File: src/rtl/rcolh_pkg.sv
// Shared constants, types and helper functions of the RGB color histogram.
`timescale 1ns / 1ps

package rcolh_pkg;

    // Bin geometry and counter width
    localparam int CHANNEL_BITS = 5;
    localparam int COUNT_BITS   = 24;
    localparam int BIN_BITS     = 3 * CHANNEL_BITS;
    localparam int NUM_BINS     = 1 << BIN_BITS;
    localparam int BIN_SHIFT    = 8 - CHANNEL_BITS;
    localparam int OUT_BITS     = 24;

    typedef logic [BIN_BITS-1:0]   t_bin;
    typedef logic [COUNT_BITS-1:0] t_count;

    localparam t_count             COUNT_MAX = '1;
    localparam logic [BIN_BITS:0]  SCAN_END  = (BIN_BITS + 1)'(NUM_BINS);
    localparam logic [31:0]        OUT_MAX   = 32'h00FF_FFFF;

    // Operation codes of the func field
    localparam logic [2:0] FN_ADD   = 3'd0;
    localparam logic [2:0] FN_QUERY = 3'd1;
    localparam logic [2:0] FN_START = 3'd2;
    localparam logic [2:0] FN_NEXT  = 3'd3;
    localparam logic [2:0] FN_CLEAR = 3'd4;

    // Classified command as it sits in the command queue
    typedef struct packed {
        logic [2:0] func;
        t_bin       bin;
    } t_cmd;

    // Head of the command queue, front to back
    typedef struct packed {
        logic valid;
        t_cmd cmd;
    } t_cmd_head;

    // Back to front status
    typedef struct packed {
        logic pop;
        logic init_busy;
    } t_back_stat;

    // One result item
    typedef struct packed {
        logic [7:0]          bin_red;
        logic [7:0]          bin_green;
        logic [7:0]          bin_blue;
        logic [OUT_BITS-1:0] count;
        logic                at_end;
    } t_result;

    // Bin index from the top bits of each component, red most significant
    function automatic t_bin bin_of(input logic [7:0] red, input logic [7:0] green,
                                    input logic [7:0] blue);
        return {red[7 -: CHANNEL_BITS], green[7 -: CHANNEL_BITS], blue[7 -: CHANNEL_BITS]};
    endfunction

    // Report of one bin: color back on the 8-bit scale, count clamped to the field
    function automatic t_result bin_result(input t_bin idx, input t_count cnt);
        logic [31:0] wide;
        t_result     res;
        wide          = 32'(cnt);
        res.bin_red   = 8'(idx[BIN_BITS-1 -: CHANNEL_BITS]) << BIN_SHIFT;
        res.bin_green = 8'(idx[2*CHANNEL_BITS-1 -: CHANNEL_BITS]) << BIN_SHIFT;
        res.bin_blue  = 8'(idx[CHANNEL_BITS-1:0]) << BIN_SHIFT;
        res.count     = (wide > OUT_MAX) ? OUT_MAX[OUT_BITS-1:0] : wide[OUT_BITS-1:0];
        res.at_end    = 1'b0;
        return res;
    endfunction

    // Report of an iteration that found nothing more
    function automatic t_result end_result();
        t_result res;
        res        = '0;
        res.at_end = 1'b1;
        return res;
    endfunction

endpackage

File: src/rtl/rcolh_front.sv
// Front end: takes items, classifies them and queues the commands for the engine.
`timescale 1ns / 1ps

module rcolh_front import rcolh_pkg::*; (
    input  logic       i_clk,
    input  logic       i_rst_n,
    input  logic       i_push,
    input  logic [2:0] i_func,
    input  logic [7:0] i_red,
    input  logic [7:0] i_green,
    input  logic [7:0] i_blue,
    output logic       o_full,
    input  t_back_stat i_stat,
    output t_cmd_head  o_head
);

    t_cmd       r_q [2];
    logic       r_wr_ptr;
    logic       r_rd_ptr;
    logic [1:0] r_cnt;
    logic       n_wr_ptr;
    logic       n_rd_ptr;
    logic [1:0] n_cnt;

    logic       w_known;
    logic       w_wr;
    logic       w_rd;
    t_cmd       w_cmd;

    // Classify: unused codes are taken and dropped here
    assign w_known    = (i_func == FN_ADD) || (i_func == FN_QUERY) || (i_func == FN_START) ||
                        (i_func == FN_NEXT) || (i_func == FN_CLEAR);
    assign w_cmd.func = i_func;
    assign w_cmd.bin  = bin_of(i_red, i_green, i_blue);

    assign o_full = (r_cnt == 2'd2) || i_stat.init_busy;
    assign w_wr   = i_push && !o_full && w_known;
    assign w_rd   = i_stat.pop;

    // Queue pointers
    always_comb begin
        n_wr_ptr = w_wr ? !r_wr_ptr : r_wr_ptr;
        n_rd_ptr = w_rd ? !r_rd_ptr : r_rd_ptr;
        n_cnt    = r_cnt + 2'(w_wr) - 2'(w_rd);
    end

    always_ff @(posedge i_clk) begin
        if (!i_rst_n) begin
            r_wr_ptr <= 1'b0;
            r_rd_ptr <= 1'b0;
            r_cnt    <= 2'd0;
        end else begin
            r_wr_ptr <= n_wr_ptr;
            r_rd_ptr <= n_rd_ptr;
            r_cnt    <= n_cnt;
        end
    end

    // Queue storage
    always_ff @(posedge i_clk) begin
        if (w_wr) begin
            r_q[r_wr_ptr] <= w_cmd;
        end
    end

    assign o_head.valid = (r_cnt != 2'd0);
    assign o_head.cmd   = r_q[r_rd_ptr];

endmodule

File: config.mk
export PLATFORM = sky130hd
export DESIGN_NAME = rcolh_front
export DESIGN_NICKNAME = d
export VERILOG_FILES = /design/src/rtl/rcolh_pkg.sv /design/src/rtl/rcolh_front.sv
export SDC_FILE = /design/constraint.sdc
export NUM_CORES = 1
export LEC_CHECK = 0
export ABC_CLOCK_PERIOD_IN_PS = 2400
export BUFFER_PORTS_ARGS = -buffer_cell sky130_fd_sc_hd__buf_2
export CAP_MARGIN = 20
export CORE_ASPECT_RATIO = 1.1
export CORE_UTILIZATION = 50
export CTS_BUF_LIST = sky130_fd_sc_hd__clkbuf_8
export DETAILED_ROUTE_END_ITERATION = 6
export HOLD_SLACK_MARGIN = 0.02
export PLACE_DENSITY = 0.85
export SYNTH_ARGS = -nofsm -noshare
export SYNTH_HDL_FRONTEND = slang
export SYNTH_SLANG_ARGS = --single-unit
File: constraint.sdc
create_clock -name i_clk -period 2.4 [get_ports i_clk]
set_clock_uncertainty 0.05 [all_clocks]
set_input_delay 0.12 -clock i_clk [delete_from_list [all_inputs] [get_ports i_clk]]
set_output_delay 0.12 -clock i_clk [all_outputs]
set_load 0.005 [all_outputs]
-- Yosys cells after proc, flatten, opt, wreduce, memory -nomap -nowiden
Memories as Yosys holds them, arrays and structs flattened. A register that Yosys moved wholly into a read port is not among the register bits.
Cells that the tools add are included.
- add/sub/neg operators: 2
- equal/unequal tests: 5
- multiplexer cells: 4
- reductions and logical operators: 12
- operator list (cell ; count):
    $eq A3 B2 Y1 const B ; 2
    $logic_or A1 B1 Y1 ; 5
    $mux W1 ; 4
    $eq A3 B1 Y1 const B ; 1
    $eq A3 B3 Y1 const B ; 1
    $logic_not A1 Y1 ; 3
    $logic_not A3 Y1 ; 1
    $add A2 B1 Y2 ; 1
    $eq A2 B2 Y1 const B ; 1
    $logic_and A1 B1 Y1 ; 2
    $reduce_bool A2 Y1 ; 1
    $sub A2 B1 Y2 ; 1
- flip-flop bits (word level): 4
- memory bits (writable): 36
- output and inout bits: 20
- logic and storage cells: 27
- memories kept: 1
- memories (memory ; words ; width ; rd ports ; clocked after Yosys merged registers in ; wr ports ; line ; RTL):
    r_q ; 2 ; 18 ; 1 ; 1 ; 1 ; rcolh_front.sv:17 ; t_cmd r_q [2];

-- Longest topological paths before layout
Gate-level depths: netlist (run 1).
- depth after elaboration: 8
- depth in mapped cells: 8
- mapped depth without buffers: 8

-- Worst setup path after synthesis (run 1)
No wires, ideal clock.
- path kind: reg-to-reg
- from: reg r_cnt[0]
- to: mem r_q[0][0] in the netlist's numbering (enable)
- setup time: 0.393 ns
- arrival time: 1.429 ns
- required time: 1.957 ns
- slack: 0.529 ns
- cell stages (with the launch flop): 4
- buffers on the path: 0
- period minus slack after synthesis: 1.871 ns
- cells stage by stage: dfxtp_1 nand2b_1 nand4b_1 nor2_1
- longest elaborated chain between the ends: 7
- RTL lines (what ; line ; RTL):
    from (decl) ; rcolh_front.sv:20 ; logic [1:0] r_cnt;
    from (signal assigned) ; rcolh_front.sv:55 ; r_cnt <= n_cnt;
    $eq A2 B2 Y1 ; rcolh_front.sv:36 ; assign o_full = (r_cnt == 2'd2) || i_stat.init_busy;
    $logic_or A1 B1 Y1 ; rcolh_front.sv:36 ;
    $logic_not A1 Y1 ; rcolh_front.sv:37 ; assign w_wr = i_push && !o_full && w_known;
    $logic_and A1 B1 Y1 (2 in series) ; rcolh_front.sv:37 ;
    $mux W1 ; rcolh_front.sv:61 ; if (w_wr) begin
    $mux W1 (not written as such) ; rcolh_front.sv:62 ; r_q[r_wr_ptr] <= w_cmd;
    to (decl) ; rcolh_front.sv:17 ;
No other way between the ends.

-- Final worst setup path (run 1)
- from: in i_func[1]
- to: mem r_q[0][14] in the netlist's numbering (enable)
- longest elaborated chain between the ends: 8
- RTL lines (what ; line ; RTL):
    from (decl) ; rcolh_front.sv:8 ; input logic [2:0] i_func,
    $eq A3 B1 Y1 or $logic_not A3 Y1 (tied branches) ; rcolh_front.sv:31 ; assign w_known = (i_func == FN_ADD) || (i_func == FN_QUERY) || (i_func == FN_START) ||
    $logic_or A1 B1 Y1 (3 in series) ; rcolh_front.sv:31 ;
    $logic_or A1 B1 Y1 (*) ; rcolh_front.sv:32 ; (i_func == FN_NEXT) || (i_func == FN_CLEAR);
    $logic_and A1 B1 Y1 (*) ; rcolh_front.sv:37 ;
    $mux W1 (*) ; rcolh_front.sv:61 ;
    $mux W1 (not written as such) (*) ; rcolh_front.sv:62 ;
Mark *: on every way between the ends. The rest lies on a longest branch, timed or not.

==> flow_summary.toml, run 1 <==
[power]
ir_drop_v = 0.000620
totalPowerFinal_w = 0.00157
leakagePower_nw = 0.863
cellPowerDensity_nw_per_um2 = 737

[critical_path]
end_kind = "flop"
worstPathRequired_ns = 2.33
critical_path_buf_inv_count = 3
start_kind = "input pin"
critPathMaxStageDelay_ns = 0.53
path_cells = "dlygate4sd3_1 > buf_2 > o21ai_1 > nand4b_1 > nor2_1 > buf_4"
reg2reg_slack_ns = 0.67
worstPathMaxFanout = 14
arrival_ns = 1.82
rr_startpoint = "r_cnt[0]$_SDFF_PN0_"
path_class = "input pin to flop"
worstRegToRegCells = 4
path_delay_family = "buffers and inverters"
crit_path_top_delay_cell = "dlygate4sd3_1"
rr_endpoint = "r_q[0][14]$_DFFE_PP_"

[timing]
setup_slack_ns = 0.507
setup_tns_ns = 0
tightest_slew_ns = 0.401
grt_setup_unrepaired = "false"
whs_ns = 0.0551
timing.slew.headroom_pct = 73.2
drv_slew = 0
setup_viol = 0
period_share_pct = 78.9
period_needed_ns = 1.89
hold_viol = 0
fmax_ghz = 0.528

[floorplanning]
die_h_um = 61.2
start_util_pct = 52.2
die_w_um = 55.8
die-area_um2 = 3410
ios = 52
core-area_um2 = 3050
rows = 21

[global_route]
grt_max_degree = 15
track_usage_pct = 16.0
grt_pass1_vias = 856
grt_overflow = 0
antenna_found_initial = 0
grt_pass1_wl_um = 3780

[synth]
ys_ff_latch = 41
ys_warn_count = 0
ys.flop_type = "edfxtp_1"
synth_top_family_by_area = "multiplexers"
synth_fa_ha_area_share_pct = 1.57
synth-xor-area-share_pct = 1.65
async_flop_share_pct = 0
yosysUniqueCellTypes = 18
synthSimpleGateAreaFrac_pct = 3.78
synth_edf_count = 36
yosysSeqAreaShare_pct = 74.3
syn_inst = 83
netlist_area_um2 = 1590
synth_fp_nets = 117
synthMuxAreaShare_pct = 15.7
synth.avg_cell_area_um2 = 19.2
synth_compound_gate_area_share_pct = 0.315

[clocking]
clock_latency_ns = 0.28
clk_path_buf_depth = 2
htree_levels = 2
cts_setup_buffers = 0
cts_tree = "yes"
cts_sinks = 41
clk_pin_slew_worst_paths_ns = 0.07
cts_root_buf = "clkbuf_8"
cts_inserted_buffers = 5
post_cts_resized = 0

[route]
avgRoutedWirePerCell_um = 13.4
drt_iter0_drc = 49
dr_total_vias = 889
avgViaCountPerCell = 4.78
first_pass_iters = 4
drc_errors = 0
finalWirelength_um = 2490
antenna_left = 0

[hold_path]
hold_start = "i_rst_n"
hold_class = "input pin to flop"
min_path_cells = 2
min_to = "r_cnt[0]$_SDFF_PN0_"

[layout]
final_cell_mix = "buf_2 (42), edfxtp_1 (36), dlygate4sd3_1 (18)"
fill_cells = 211
drive_above_1_share_pct = 47.4
fin_nets = 185
final_common_cell = "buf_2"
antenna_cells = 0
areaGrowthSynthToFinish_pct = 34.2
post-route-util_pct = 70.0

[run_status]
status = "completed"

[placement]
port_buffers = 42
post-place-ws_ns = 0.653
hpwl_um = 1650
place_congestion = 0.717

[run]
drv_cap = 0
## layer usage
layer  vias up  wire length [µm]  track usage, %
met5         -                 0               0
met4         0                48            8.57
met3         5                96            6.30
met2        29              1390            28.7
met1       414               954            16.6
li1        441                 -               -
## layout make-up
type,instances,area [µm²],area share (%)
Multi-Input combinational cell,37,367,17.2
Sequential cell,41,1180,55.3
Inverter,3,11.3,0.528
Timing Repair Buffer,63,413,19.3
Tap cell,34,42.5,1.99
Clock inverter,2,37.5,1.76
Clock buffer,6,82.6,3.87
## state kept, by name (all words and copies together), names as in the netlist, named ones only
name and count:
r_cnt 2, r_rd_ptr 1, r_wr_ptr 1, r_q 36
## cell usage after synthesis, types with 2 or more instances
master / number / share of area [%]
mux2_2: 8 / 5.7
mux2_4: 10 / 9.4
edfxtp_1: 36 / 68
ha_1: 2 / 1.6
nand2_1: 2 / 0.47
inv_1: 3 / 0.71
dfxtp_1: 5 / 6.3
nand2b_1: 2 / 0.79
nor2_1: 5 / 1.2
xnor2_1: 2 / 1.1
## report_power, final
part           switching [W]  leakage [nW]  internal (W)
Combinational      0.0000753         0.437      0.000117
Sequential         0.0000174         0.369      0.000811
Clock               0.000215        0.0574      0.000338
Total               0.000308         0.863       0.00127
## repair_timing
| action | CTS | global route |
|---|---|---|
| setup endpoints to repair | 0 | 0 |
| hold buffers | 18 | 0 |
| endpoints found under the hold margin | 36 | 0 |
## worst register-to-register path: cells and delay by family, from the launching register on
family	cells	cell delay, ns
AND/OR/NAND/NOR	3	0.72
flip-flops	1	0.35
buffers and inverters	1	0.31
## how the worst max path moves through the flow
stage,depth (start not counted),from,slack [ns],end
CTS,6,i_func[1],0.49,r_q[1][15]$_DFFE_PP_
detailed placement,4,r_cnt[0]$_SDFF_PN0_,0.65,r_q[1][13]$_DFFE_PP_
global placement,4,r_cnt[0]$_SDFF_PN0_,0.73,r_q[1][13]$_DFFE_PP_
floorplan,3,r_cnt[0]$_SDFF_PN0_,0.53,r_q[0][0]$_DFFE_PP_
global route,6,i_func[1],0.35,r_q[1][13]$_DFFE_PP_
finish,6,i_func[1],0.51,r_q[0][14]$_DFFE_PP_
## cell families (layout without fill, tap and decap cells)
group / Yosys count / after routing
xor+xnor: 3 / 3
compound gates: 1 / 1
flops: 41 / 41
mux: 19 / 19
buf+inv: 5 / 74
fa+ha+maj: 2 / 2
simple gates: 12 / 12
## per-stage QoR
stage,instance area [µm²],instances
4_1_cts,2130,186
6_report,2130,186
3_5_place_dp,1830,160
2_1_floorplan,1590,83
3_3_place_gp,1830,160
5_1_grt,2130,186
Note: power is estimated with default switching activity, not from simulation.
==> run 2: changes to the inputs <==
--- a/config.mk
+++ b/config.mk
@@ -5,15 +5,15 @@
 export SDC_FILE = /design/constraint.sdc
 export NUM_CORES = 1
 export LEC_CHECK = 0
-export ABC_CLOCK_PERIOD_IN_PS = 2400
+export ABC_CLOCK_PERIOD_IN_PS = 1600
 export BUFFER_PORTS_ARGS = -buffer_cell sky130_fd_sc_hd__buf_2
 export CAP_MARGIN = 20
 export CORE_ASPECT_RATIO = 1.1
-export CORE_UTILIZATION = 50
+export CORE_UTILIZATION = 46
 export CTS_BUF_LIST = sky130_fd_sc_hd__clkbuf_8
 export DETAILED_ROUTE_END_ITERATION = 6
 export HOLD_SLACK_MARGIN = 0.02
-export PLACE_DENSITY = 0.85
+export PLACE_DENSITY = 0.82
 export SYNTH_ARGS = -nofsm -noshare
 export SYNTH_HDL_FRONTEND = slang
 export SYNTH_SLANG_ARGS = --single-unit
==> constraint.sdc (replaced) <==
create_clock -name i_clk -period 1.6 [get_ports i_clk]
set_clock_uncertainty 0.05 [all_clocks]
set_input_delay 0.08 -clock i_clk [delete_from_list [all_inputs] [get_ports i_clk]]
set_output_delay 0.08 -clock i_clk [all_outputs]
set_load 0.005 [all_outputs]
==> run 2 against run 1 <==
Net effect: the run now ends with DRC, setup timing left; clock power increased by 6.5%; routed wire length is 4.6% higher; die area grew 8.4%; design area is 3.7% higher; largest power group unchanged.
==> flow_summary.toml, run 2 (synthesized netlist as in run 1, its figures left out) <==
[layout]
antenna_cells = 0
reg_top3 = "r_q (36), r_cnt (2)"
top_register = "r_q"
finalInstanceArea_um2 = 2210
fin_nets = 189
drive_above_1_share_pct = 51.6
largest_reg_flops = 36
areaGrowthSynthToFinish_pct = 39.2
fin_cells = 203
final_common_cell = "buf_2"
final_cell_mix = "buf_2 (42), edfxtp_1 (36), dlygate4sd3_1 (19)"

[floorplanning]
die_h_um = 63.7
start_util_pct = 47.7
core-area_um2 = 3330
rows = 22
die-area_um2 = 3700
ios = 52
die_w_um = 58.1

[clocking]
cts_tree = "yes"
cts_root_buf = "clkbuf_8"
clk_path_buf_depth = 2
cts_sinks = 41
clk_pin_slew_worst_paths_ns = 0.07
clock_latency_ns = 0.28
htree_levels = 2
cts_inserted_buffers = 5

[route]
antenna_left = 0
first_pass_iters = 6
drc_errors = 4
finalWirelength_um = 2600
drt_iter0_drc = 21
dr_total_vias = 934
avgRoutedWirePerCell_um = 12.8
avgViaCountPerCell = 4.60

[timing]
setup_tns_ns = -0.00671
timing.slew.headroom_pct = 86.6
fmax_ghz = 0.622
tightest_slew_ns = 0.199
hold_viol = 0
period_needed_ns = 1.61
setup_viol = 1
drv_slew = 0
period_share_pct = 100
grt_setup_unrepaired = "true"
setup_slack_ns = -0.00671

[run]
drv_cap = 0

[global_route]
grt_pass1_vias = 925
grt_max_degree = 19
grt_pass1_wl_um = 4040
grt_overflow = 0
track_usage_pct = 16.0
antenna_found_initial = 0

[critical_path]
worstRegToRegCells = 8
start_kind = "flop"
arrival_ns = 1.74
end_kind = "flop"
path_class = "flop to flop"
worstPathRequired_ns = 1.73
reg2reg_slack_ns = -0.007
rr_startpoint = "r_cnt[0]$_SDFF_PN0_"
worstPathMaxFanout = 2
rr_endpoint = "r_cnt[1]$_SDFF_PN0_"

[run_status]
violations = "DRC, setup timing"
status = "finished, violations left"

[placement]
port_buffers = 42
dp_cells = 175
place_congestion = 0.667
placed_cell_area_um2 = 1900
hpwl_um = 1710

[power]
p_seq_share_pct = 56.9
intPower_w = 0.00172
power.share.clock_pct = 26.9
leakagePower_nw = 0.878
combPwrFrac_pct = 16.1
ir_drop_v = 0.000584
switching_share_pct = 21.3
switchingPower_w = 0.000465
cellPowerDensity_nw_per_um2 = 988

[hold_path]
hold_start = "i_stat[1]"
min_path_cells = 3
hold_class = "input pin to flop"
min_to = "r_rd_ptr$_SDFFE_PN0P_"
run 2: cell count changes in the layout (fill, tap and decap cells not counted), moves of 2 or more:
cell / previous run / this run
buf_12: 0 / 3
dfxtp_1: 5 / 3
dfxtp_2: 0 / 2
nor2_1: 5 / 3
nor2_2: 0 / 2
run 2: stage by stage:
stage | utilization (%) | power, W | setup slack (ns) | hold slack, ns
after global placement | 57.1 | 0.00153 | 0.0362 | 0.218
after global routing | 66.5 | 0.00230 | -0.102 | 0.0651
final | 66.5 | 0.00219 | -0.00671 | 0.0650
after CTS | 65.9 | 0.00220 | -0.0618 | 0.0494
after floorplan | - | 0.00143 | -0.271 | 0.129
after detailed placement | 57.1 | 0.00155 | -0.0860 | 0.222
run 2: what timing repair did:
action                                 4_1_cts  5_1_grt
resized for setup                            3        4
pin swaps                                    3        3
buffers inserted                             2        0
endpoints found under the hold margin       37        0
setup endpoints to repair                    1        8
hold buffers                                19        0
run 2: how the worst max path moves through the flow:
stage / startpoint / endpoint / slack (ns)
2_1_floorplan: r_cnt[0]$_SDFF_PN0_ / r_q[0][0]$_DFFE_PP_ / -0.27
3_3_place_gp: r_cnt[0]$_SDFF_PN0_ / r_cnt[1]$_SDFF_PN0_ / 0.04
3_5_place_dp: r_cnt[0]$_SDFF_PN0_ / r_cnt[1]$_SDFF_PN0_ / -0.09
4_1_cts: r_cnt[0]$_SDFF_PN0_ / r_cnt[1]$_SDFF_PN0_ / -0.06
5_1_grt: r_cnt[0]$_SDFF_PN0_ / r_cnt[1]$_SDFF_PN0_ / -0.10
6_report: r_cnt[0]$_SDFF_PN0_ / r_cnt[1]$_SDFF_PN0_ / -0.007
run 2: metal layers:
layer | routed length (µm) | GRT usage, % | vias to the layer above | share of wire [%]
li1 | - | - | 449 | -
met1 | 887 | 13.8 | 448 | 34
met2 | 1530 | 29.5 | 33 | 59
met3 | 146 | 4.52 | 4 | 5.6
met4 | 38 | 12.5 | 0 | 1.5
met5 | 0 | 0 | - | 0
run 2: critical path, stage by stage (launching register included):
cell	delay [ns]
dfxtp_2	0.33
nand2b_4	0.11
nand4b_1	0.13
ha_1	0.32
inv_2	0.04
ha_4	0.16
xor2_2	0.14
xnor2_1	0.16
nor2_1	0.05
run 2: area by class of cell:
cell class              count  area, µm²
clock inverters             2       7.51
repair buffers             67        483
well taps                  48       60.1
flip-flops and latches     41       1180
multi-input cells          37        399
clock buffers               5       68.8
fillers                   238       1120
inverters                   3       11.3
run 2: power by group through the flow:
| stage | logic (W) | registers (W) | clock network, W |
|---|---|---|---|
| 6_report | 0.000353 | 0.00124 | 0.000589 |
| 3_5_place_dp | 0.000288 | 0.00126 | 0 |
| 2_1_floorplan | 0.000174 | 0.00125 | 0 |
| 5_1_grt | 0.000383 | 0.00125 | 0.000668 |
| 3_3_place_gp | 0.000274 | 0.00126 | 0 |
| 4_1_cts | 0.000341 | 0.00124 | 0.000617 |
==> run 3: changes to the inputs <==
--- a/config.mk
+++ b/config.mk
@@ -14,6 +14,7 @@
 export DETAILED_ROUTE_END_ITERATION = 6
 export HOLD_SLACK_MARGIN = 0.02
 export PLACE_DENSITY = 0.82
+export SKIP_CTS_REPAIR_TIMING = 1
 export SYNTH_ARGS = -nofsm -noshare
 export SYNTH_HDL_FRONTEND = slang
 export SYNTH_SLANG_ARGS = --single-unit
==> run 3 against run 2 <==
Net effect: the flow still finishes with violations (DRC, setup timing); register-to-register slack worse by 0.06 ns; hold slack lost 0.0045 ns; sequential power hardly changed; first-iteration DRC count is 4.8% higher; critical path type unchanged; largest power group unchanged.
==> flow_summary.toml, run 3 (synthesized netlist as in run 1, its figures left out) <==
[layout]
multi_input_area_um2 = 379
largest_reg_flops = 36
final_common_cell = "buf_2"
reg_top3 = "r_q (36), r_cnt (2)"
final_cell_mix = "buf_2 (42), edfxtp_1 (36), dlygate4sd3_1 (19)"
fin_cells = 202
drive_above_1_share_pct = 49.4
fill_cells = 243
fin_nets = 188
antenna_cells = 0
areaGrowthSynthToFinish_pct = 37.5
seqCellArea_um2 = 1180
top_register = "r_q"

[floorplanning]
ios = 52
start_util_pct = 47.7
die_w_um = 58.1
die_h_um = 63.7
core-area_um2 = 3330
die-area_um2 = 3700
rows = 22

[route]
avgRoutedWirePerCell_um = 12.9
dr_total_vias = 930
highest_layer = "met4"
drc_errors = 4
first_pass_iters = 6
drt_iter0_drc = 22
wl_met2_um = 1500
dr_wl_met3_um = 146
antenna_left = 0
finalWirelength_um = 2600
wl_met1_um = 914
avgViaCountPerCell = 4.60

[critical_path]
start_kind = "flop"
rr_endpoint = "r_cnt[1]$_SDFF_PN0_"
critPathMaxStageDelay_ns = 0.33
rr_startpoint = "r_cnt[0]$_SDFF_PN0_"
arrival_ns = 1.80
worstRegToRegCells = 8
reg2reg_slack_ns = -0.07
path_cells = "nand2b_4 > nand4b_1 > ha_1 > inv_1 > ha_1 > xor2_1 > xnor2_1 > nor2_1"
worstPathRequired_ns = 1.73
path_class = "flop to flop"
crit_top_cell = "ha_1"
worstPathMaxFanout = 2
crit_path_top_delay_cell = "dfxtp_2"
end_kind = "flop"

[clocking]
cts_tree = "yes"
cts_sinks = 41
cts_root_buf = "clkbuf_8"
cts_inserted_buffers = 5
clk_path_buf_depth = 2
htree_levels = 2
clk_pin_slew_worst_paths_ns = 0.07
clock_latency_ns = 0.28

[timing]
period_share_pct = 104
period_needed_ns = 1.67
drv_slew = 0
timing.slew.headroom_pct = 86.9
grt_setup_unrepaired = "true"
whs_ns = 0.0605
tightest_slew_ns = 0.195
setup_slack_ns = -0.0657
hold_viol = 0
setup_viol = 1
setup_tns_ns = -0.0657
fmax_ghz = 0.600

[power]
combPwrFrac_pct = 15.5
p_seq_share_pct = 57.3
ir_drop_v = 0.000585
leakagePower_nw = 0.875
cellPowerDensity_nw_per_um2 = 991
intPower_w = 0.00171
switchingPower_w = 0.000456
switching_share_pct = 21.1
power.share.clock_pct = 27.2

[global_route]
track_usage_pct = 15.0
antenna_found_initial = 0
grt_pass1_wl_um = 3760
grt_max_degree = 19
grt_overflow = 0
grt_pass1_vias = 841

[hold_path]
min_to = "r_rd_ptr$_SDFFE_PN0P_"
hold_start = "i_stat[1]"
min_path_cells = 3
hold_class = "input pin to flop"

[run_status]
status = "finished, violations left"
violations = "DRC, setup timing"

[placement]
port_buffers = 42
post-place-ws_ns = -0.0860
hpwl_um = 1710
place_congestion = 0.667
dp_cells = 175

[run]
drv_cap = 0
## run 3: changes by cell type in the layout (fill, tap and decap cells not counted)
cell / change
buf_4: -1
xor2_1: +1
ha_4: -1
inv_1: +1
xor2_2: -1
ha_1: +1
inv_2: -1
## run 3: power groups by stage
stage	combinational [W]	clock (W)	sequential [W]
after CTS	0.000289	0.000617	0.00124
final	0.000335	0.000590	0.00124
after detailed placement	0.000288	0	0.00126
after global placement	0.000274	0	0.00126
after global routing	0.000364	0.000668	0.00125
after floorplan	0.000174	0	0.00125
## run 3: critical path, delay by kind of cell (launching register included)
family	cells	cell delay [ns]
fa+ha+maj	2	0.48
buf+inv	1	0.06
flops	1	0.33
xor+xnor	2	0.32
simple gates	3	0.32
## run 3: through the flow
stage	cell area, µm²	total power [W]	util, %
2_1_floorplan	1590	0.00143	-
3_3_place_gp	1900	0.00153	57.1
3_5_place_dp	1900	0.00155	57.1
4_1_cts	1980	0.00214	59.4
5_1_grt	2190	0.00228	65.6
6_report	2190	0.00217	65.6
## run 3: worst max path at each step
stage / from / to / slack, ns / cells past startpoint
5_1_grt: r_cnt[0]$_SDFF_PN0_ / r_cnt[1]$_SDFF_PN0_ / -0.15 / 8
4_1_cts: r_cnt[0]$_SDFF_PN0_ / r_cnt[1]$_SDFF_PN0_ / -0.10 / 8
3_3_place_gp: r_cnt[0]$_SDFF_PN0_ / r_cnt[1]$_SDFF_PN0_ / 0.04 / 8
2_1_floorplan: r_cnt[0]$_SDFF_PN0_ / r_q[0][0]$_DFFE_PP_ / -0.27 / 3
3_5_place_dp: r_cnt[0]$_SDFF_PN0_ / r_cnt[1]$_SDFF_PN0_ / -0.09 / 8
6_report: r_cnt[0]$_SDFF_PN0_ / r_cnt[1]$_SDFF_PN0_ / -0.07 / 8
## run 3: cell type report
type,instances,area share (%)
inverter,3,0.515
clock inverter,2,0.343
multi-input combinational,37,17.3
clock buffer,5,3.15
sequential,41,54.2
tap,48,2.75
timing repair buffer,66,21.8
## run 3: metal layers
metal	up-vias	global-route usage, %
met2	33	26.1
met4	0	12.5
li1	449	-
met3	4	4.93
met5	-	0
met1	444	13.4
